`src/sv/linear_longest_prefix_route_table_assert.svh`:
```
// assertion macros for the route table rtl
// no dependencies; included by modules that assert
`ifndef LINEAR_LONGEST_PREFIX_ROUTE_TABLE_ASSERT_SVH
`define LINEAR_LONGEST_PREFIX_ROUTE_TABLE_ASSERT_SVH
`ifndef SYNTHESIS
`define LLPRT_ASSERT(label, clk, rst, prop, msg) \
  label: assert property (@(posedge clk) disable iff (rst) prop) else $error(msg);
`define LLPRT_ASSERT_NR(label, clk, prop, msg) \
  label: assert property (@(posedge clk) prop) else $error(msg);
`else
`define LLPRT_ASSERT(label, clk, rst, prop, msg)
`define LLPRT_ASSERT_NR(label, clk, prop, msg)
`endif
`endif

```
`src/sv/llprt_ram.sv`:
```
// generic single-port ram with registered read
// no dependencies
module llprt_ram #(
  parameter int Width = 8,
  parameter int Depth = 16
) (
  input  logic                     clk,
  input  logic                     we,
  input  logic [$clog2(Depth)-1:0] addr,
  input  logic [Width-1:0]         wdata,
  output logic [Width-1:0]         rdata
);
  logic [Width-1:0] mem [Depth];
  always_ff @(posedge clk) begin
    if (we) begin
      mem[addr] <= wdata;
    end
    rdata <= mem[addr];
  end
endmodule

```
`config.mk`:
```
export PLATFORM = sky130hd
export DESIGN_NAME = llprt_ram
export DESIGN_NICKNAME = d
export VERILOG_FILES = /design/src/sv/linear_longest_prefix_route_table_assert.svh /design/src/sv/llprt_ram.sv
export SDC_FILE = /design/constraint.sdc
export NUM_CORES = 1
export LEC_CHECK = 0
export BUFFER_PORTS_ARGS = -buffer_cell sky130_fd_sc_hd__buf_2
export CELL_PAD_IN_SITES_DETAIL_PLACEMENT = 0
export CELL_PAD_IN_SITES_GLOBAL_PLACEMENT = 1
export CORE_UTILIZATION = 45
export CTS_CLUSTER_SIZE = 16
export DETAILED_ROUTE_END_ITERATION = 12
export GPL_TIMING_DRIVEN = 0
export HOLD_SLACK_MARGIN = 0.1
export PLACE_DENSITY = 0.71
export SYNTH_ARGS = -nofsm -noshare
export SYNTH_HDL_FRONTEND = slang
export SYNTH_SLANG_ARGS = --single-unit
```
`constraint.sdc`:
```
create_clock -name clk -period 2.1 [get_ports clk]
set_clock_uncertainty 0.05 [all_clocks]
set_input_delay 0.315 -clock clk [delete_from_list [all_inputs] [get_ports clk]]
set_output_delay 0.315 -clock clk [all_outputs]
set_load 0.005 [all_outputs]
```
Word level (Yosys, flattened, before mapping) --
Memory sizes are Yosys's and may differ from the RTL's. A register that Yosys moved wholly into a read port is not among the register bits. Index checks and enable logic that the tools add are counted. Widths: inputs -> output; s select.
Word-level totals: memories kept 1, latch bits 0, input port bits 14, memory bits (writable) 128, ROM bits 0, output and inout bits 8, flip-flop bits (word level) 0
Cells by class: add/subtract/negate cells 0, order comparisons 0, reduce and logical (&&, ||, !) cells 0, $mul 0, div/mod/pow operators 0, bitwise logic cells 0, multiplexer cells 2, shifts and indexed selects 0, eq/ne operators 0
Memory list:
- mem | words 16, width 8, read ports 1, clocked after memory_dff 1, wr ports 1, line llprt_ram.sv:13 | logic [Width-1:0] mem [Depth];
Operator list (number):
- $mux 1 | 2

Logic depth before layout (Yosys ltp) --
Gate-level depths: netlist (run 1).
word-level depth 2, gate-level depth with buffers 5, depth with buffers taken out 3

Worst setup path before layout (run 1) --
Ideal clock, no wire load.
path type input to register, start in addr[2], end mem mem[0][0] (enable), slack 242 ps, path buffers 0, arrival time 1425 ps, cell stages on the path 2, data required time 1667 ps, path through or3b_2 nor3_1
RTL lines:
- from (decl) | line llprt_ram.sv:9 | input logic [$clog2(Depth)-1:0] addr,
- to (decl) | line llprt_ram.sv:13
No word-level cell before the write port.

Final worst setup path (run 1) --
start in addr[1], end mem mem[10][2] (enable)
No word-level cell before the write port.

==> flow_metrics.env, run 1 <==
export IMPL_vias=2346
export IMPL_maxSlewHeadroom_pct=19.3
export IMPL_fin_crit_ps=1900
export IMPL_rsz0062_at_grt="false"
export IMPL_cts_setup_buffers=0
export IMPL_cts_tree="yes"
export IMPL_ys_seq_elements=136
export IMPL_hold_path_class="in2reg"
export IMPL_antenna_left=0
export IMPL_postCtsHoldBufs=0
export IMPL_netlist_area_um2=5070
export IMPL_portBuffers=19
export IMPL_nets=282
export IMPL_max_freq_ghz=0.525
export IMPL_ys_warn_count=0
export IMPL_grt_max_degree=17
export IMPL_via_per_inst=5.57
export IMPL_finalSetupViolCount=0
export IMPL_track_usage_pct=18.3
export IMPL_postLayoutCellArea_um2=6020
export IMPL_drive_gt1_share_pct=32.0
export IMPL_cts_max_level=4
export IMPL_ir_drop_uv=514
export IMPL_io_pins=22
export IMPL_crit_arrival_ps=1990
export IMPL_critPathKind="in2reg"
export IMPL_finalPower_uw=6670
export IMPL_antenna_found_initial=0
export IMPL_syn_inst=230
export IMPL_cts_max_path_buffers=2
export IMPL_drv_cap=0
export IMPL_synth_cell_types=18
export IMPL_cts_buffers=17
export IMPL_fillCellCount=788
export IMPL_overflow=0
export IMPL_drt_iter0_drc=158
export IMPL_clock_latency_ps=510
export IMPL_avgSynthCellArea_um2=22.0
export IMPL_core_area_um2=10900
export IMPL_clk_pin_slew_worst_paths_ps=60
export IMPL_yosysSeqAreaShare_pct=79.0
export IMPL_cts_root_buf="clkbuf_8"
export IMPL_antenna_cells=0
export IMPL_dp_cells=389
export IMPL_netlist_area_leader_share_pct=75.9
export IMPL_leakagePower_uw=0.00197
export IMPL_grt_pass1_wl_mm=14.3
export IMPL_wl_per_cell_um=22.9
export IMPL_multi_input_area_um2=1010
export IMPL_holdWs_ps=154
export IMPL_drc=0
export IMPL_endpoint_kind="flip-flop"
export IMPL_cts_repair_resized=0
export IMPL_synth_area_leaders="edfxtp_1, mux4_2, dfxtp_1"
export IMPL_die_x_um=108
export IMPL_drt_total_wl_mm=9.64
export IMPL_status="completed"
export IMPL_ys_flop_type="edfxtp_1"
export IMPL_crit_fanout=10
export IMPL_dpl_cell_area_um2=5340
export IMPL_synthArstFlopShare_pct=0
export IMPL_die_y_um=108
export IMPL_cp_required_ps=2190
export IMPL_final_max_slew_violation_count=0
export IMPL_tightest_slew_ps=1200
export IMPL_clock_sinks=136
export IMPL_hold_viol=0
export IMPL_dp_hpwl_mm=5.98
export IMPL_initial_core_util_pct=46.5
export IMPL_r2r_slack_ps=670
export IMPL_gp_congestion=0.723
export IMPL_instances_no_fill=421
export IMPL_period_share_pct=90.7
export IMPL_yosys_area_top_type="edfxtp_1"
export IMPL_die_area_um2=11700
export IMPL_synth_fp_nets=244
export IMPL_areaGrowthSynthToFinish_pct=18.9
export IMPL_synth_edf_count=128
export IMPL_cp_start_kind="input pin"
export IMPL_powerDensity_nw_per_um2=1110
export IMPL_ff_latch_area_um2=4000
export IMPL_rows=38
export IMPL_grt_pass1_vias=2365
export IMPL_drt_pass1_iterations=4
[synthesized netlist by cell type, types with 4 or more instances]
cell and number:
dfxtp_1 8, nor2_1 13, nand2_1 9, nor3_1 4
a22oi_1 16, mux4_2 32, edfxtp_1 128, buf_1 4
[critical path: stages]
cell	delay (ps)
buf_2	250
buf_1	470
nand2b_1	230
nor2_1	700
[metal layers]
metal	up-vias	global-route usage, %	wire, µm	part of all wire, %
li1	1038	-	-	-
met5	-	0	0	0
met1	1226	26.0	4370	45
met3	16	5.24	485	5.0
met2	66	26.8	4600	48
met4	0	7.53	185	1.9
[flip-flops by register name, summed over array words and instances (netlist names)]
name and flops:
mem 128, rdata 8
[cell usage in the layout (no fill, tap or decap), drive strengths merged]
| master | instances |
|---|---|
| clkinv | 3 |
| mux4 | 32 |
| nand3b | 2 |
| nand2b | 2 |
| buf | 27 |
| clkbuf | 24 |
| edfxtp | 128 |
| nand2 | 9 |
| nor2b | 2 |
| or3b | 1 |
| nor2 | 13 |
| clkinvlp | 2 |
| nand3 | 1 |
| a22oi | 16 |
| and2 | 1 |
| nor3 | 4 |
| bufinv | 6 |
| dfxtp | 8 |
[area by class of cell]
cell class                      instances  share of cell area, %
Clock buffer                           21                   7.62
Tap cell                              140                   2.91
Clock inverter                         11                   3.61
Sequential cell                       136                   66.5
Timing Repair Buffer                   19                   1.58
Buffer                                 11                  0.997
Multi-Input combinational cell         83                   16.8
[final timing paths]
kind | endpoint | cells past startpoint | startpoint
setup / recovery | mem[10][2]$_DFFE_PP_ | 4 | addr[1]
hold / removal | mem[14][3]$_DFFE_PP_ | 1 | wdata[3]
setup reg to reg | rdata[6]$_DFF_P_ | 3 | mem[1][6]$_DFFE_PP_
hold reg to reg | rdata[2]$_DFF_P_ | 3 | mem[11][2]$_DFFE_PP_
[metrics by stage]
step	util (%)	TNS, ps	setup WS (ps)
CTS	55.3	0	108
detailed placement	49.1	-28370	-455
global placement	49.0	-29450	-445
floorplan	-	0	242
global route	55.3	0	45.2
finish	55.3	0	196
[report_power, final]
group	leakage (µW)	switching [µW]	internal [µW]
combinational	0.000419	168	114
sequential	0.00122	13.8	3040
clock	0.000324	1070	2270
[cell families after synthesis]
group | share of synthesized area, %
flip-flops | 79.0
AND/OR/NAND/NOR | 3.21
multiplexers | 14.2
AO/OA/AOI/OAI | 2.37
buffers and inverters | 1.19
Note: power is estimated with default switching activity, not from simulation.
==> run 2: changes to the inputs <==
- PLACE_DENSITY: 0.71 -> 0.72
==> run 2 against run 1 <==
Effect of this change: sequential share of layout area rose by 0.35 points; core utilization fell by 0.29 points; maximum frequency increased by 1.0%; largest power group unchanged.
==> flow_metrics.env, run 2 (same netlist as run 1, synthesis figures left out) <==
export IMPL_cts_buffers=17
export IMPL_instances_no_fill=422
export IMPL_leakagePower_uw=0.00196
export IMPL_final_cell_mix="edfxtp_1, mux4_2, buf_2"
export IMPL_drt_pass1_iterations=4
export IMPL_endpoint="mem[15][5]$_DFFE_PP_"
export IMPL_postCtsHoldBufs=0
export IMPL_die_y_um=108
export IMPL_maxSlewHeadroom_pct=19.3
export IMPL_finalPower_uw=6550
export IMPL_antenna_left=0
export IMPL_r2r_slack_ps=680
export IMPL_rows=38
export IMPL_dp_cells=389
export IMPL_portBuffers=19
export IMPL_clk_pin_slew_worst_paths_ps=60
export IMPL_cts_tree="yes"
export IMPL_drive_gt1_share_pct=30.9
export IMPL_switching_power_uw=1230
export IMPL_finalSetupViolCount=0
export IMPL_areaGrowthSynthToFinish_pct=18.3
export IMPL_combPwrFrac_pct=4.3
export IMPL_cts_setup_buffers=0
export IMPL_crit_fanout=10
export IMPL_max_freq_ghz=0.531
export IMPL_path_depth=4
export IMPL_grt_pass1_wl_mm=14.9
export IMPL_core_area_um2=10900
export IMPL_reg_top3="mem x128, rdata x8"
export IMPL_rsz0062_at_grt="false"
export IMPL_p_seq_share_pct=46.6
export IMPL_switching_share_pct=18.7
export IMPL_layout_commonest_cell="edfxtp_1"
export IMPL_wl_per_cell_um=23.2
export IMPL_antenna_cells=0
export IMPL_drt_total_wl_mm=9.80
export IMPL_crit_start="addr[1]"
export IMPL_initial_core_util_pct=46.5
export IMPL_grt_pass1_vias=2406
export IMPL_slowest_delay_ps=670
export IMPL_nets=283
export IMPL_powerDensity_nw_per_um2=1090
export IMPL_critPathKind="in2reg"
export IMPL_drt_iter0_drc=150
export IMPL_cts_max_path_buffers=2
export IMPL_status="completed"
export IMPL_pwr_share_clk_pct=49.1
export IMPL_clock_latency_ps=520
export IMPL_die_area_um2=11700
export IMPL_via_per_inst=5.57
export IMPL_antenna_found_initial=0
export IMPL_fin_crit_ps=1880
export IMPL_path_delay_family="simple AND/OR/NAND/NOR gates"
export IMPL_ir_drop_uv=749
export IMPL_final_max_slew_violation_count=0
export IMPL_reg2reg_depth=3
export IMPL_cts_repair_resized=0
export IMPL_overflow=0
export IMPL_clock_sinks=136
export IMPL_tightest_slew_ps=1200
export IMPL_final_util_pct=55.0
export IMPL_r2r_end="rdata[5]$_DFF_P_"
export IMPL_cp_cell_sequence="buf_2, buf_1, nand2_1, nor2_1"
export IMPL_grt_max_degree=17
export IMPL_hold_path_class="in2reg"
export IMPL_period_share_pct=89.7
export IMPL_p_int_uw=5320
export IMPL_fillCellCount=816
export IMPL_crit_arrival_ps=1970
export IMPL_drv_cap=0
export IMPL_track_usage_pct=19.2
export IMPL_top_register="mem"
export IMPL_die_x_um=108
export IMPL_gp_congestion=0.684
export IMPL_endpoint_kind="flip-flop"
export IMPL_cts_root_buf="clkbuf_8"
export IMPL_hold_viol=0
export IMPL_crit_slowest_cell="nor2_1"
export IMPL_dp_hpwl_mm=6.06
export IMPL_cp_required_ps=2190
export IMPL_io_pins=22
export IMPL_cp_start_kind="input pin"
export IMPL_vias=2351
export IMPL_worst_slack_ps=216
export IMPL_crit_buf_inv=2
export IMPL_cts_max_level=4
export IMPL_r2r_start="mem[7][5]$_DFFE_PP_"
export IMPL_drc=0
export IMPL_dp_slack_ps=-350
export IMPL_largest_reg_flops=128
-- run 2: worst min-delay path by stage --
stage,from,to,slack [ps],cells past startpoint
6_report,wdata[2],mem[3][2]$_DFFE_PP_,140,1
4_1_cts,wdata[2],mem[3][2]$_DFFE_PP_,130,1
2_1_floorplan,wdata[0],mem[0][0]$_DFFE_PP_,360,0
5_1_grt,wdata[5],mem[4][5]$_DFFE_PP_,140,1
3_3_place_gp,mem[8][6]$_DFFE_PP_,rdata[6]$_DFF_P_,620,3
3_5_place_dp,mem[11][1]$_DFFE_PP_,rdata[1]$_DFF_P_,630,3
-- run 2: power by group through the flow --
stage | Sequential [µW] | Clock [µW] | Combinational, µW
floorplan | 3110 | 0 | 156
global placement | 3100 | 0 | 279
detailed placement | 3110 | 0 | 286
CTS | 3050 | 3250 | 287
global route | 3060 | 3370 | 308
finish | 3050 | 3220 | 282
-- run 2: layout make-up --
type	count	area, µm²	share of cell area [%]
buffer	11	60.1	1.00
clock buffer	24	480	8.02
clock inverter	8	168	2.80
multi-input combinational	83	1000	16.7
sequential	136	4000	66.8
tap	140	175	2.92
timing repair buffer	20	103	1.71
-- run 2: metrics by stage --
step / hold slack [ps] / cell area (µm²) / TNS [ps]
finish: 143 / 5990 / 0
global route: 137 / 5990 / 0
CTS: 126 / 5990 / 0
detailed placement: 631 / 5340 / -31440
global placement: 616 / 5340 / -26630
floorplan: 364 / 5070 / 0
-- run 2: metal layers --
metal  track usage, %  wire length (µm)  vias to the layer above
met5                0                 0                        -
met4             8.41                81                        0
met3             5.36               639                        8
met2             27.7              4710                       65
met1             27.3              4360                     1242
li1                 -                 -                     1036
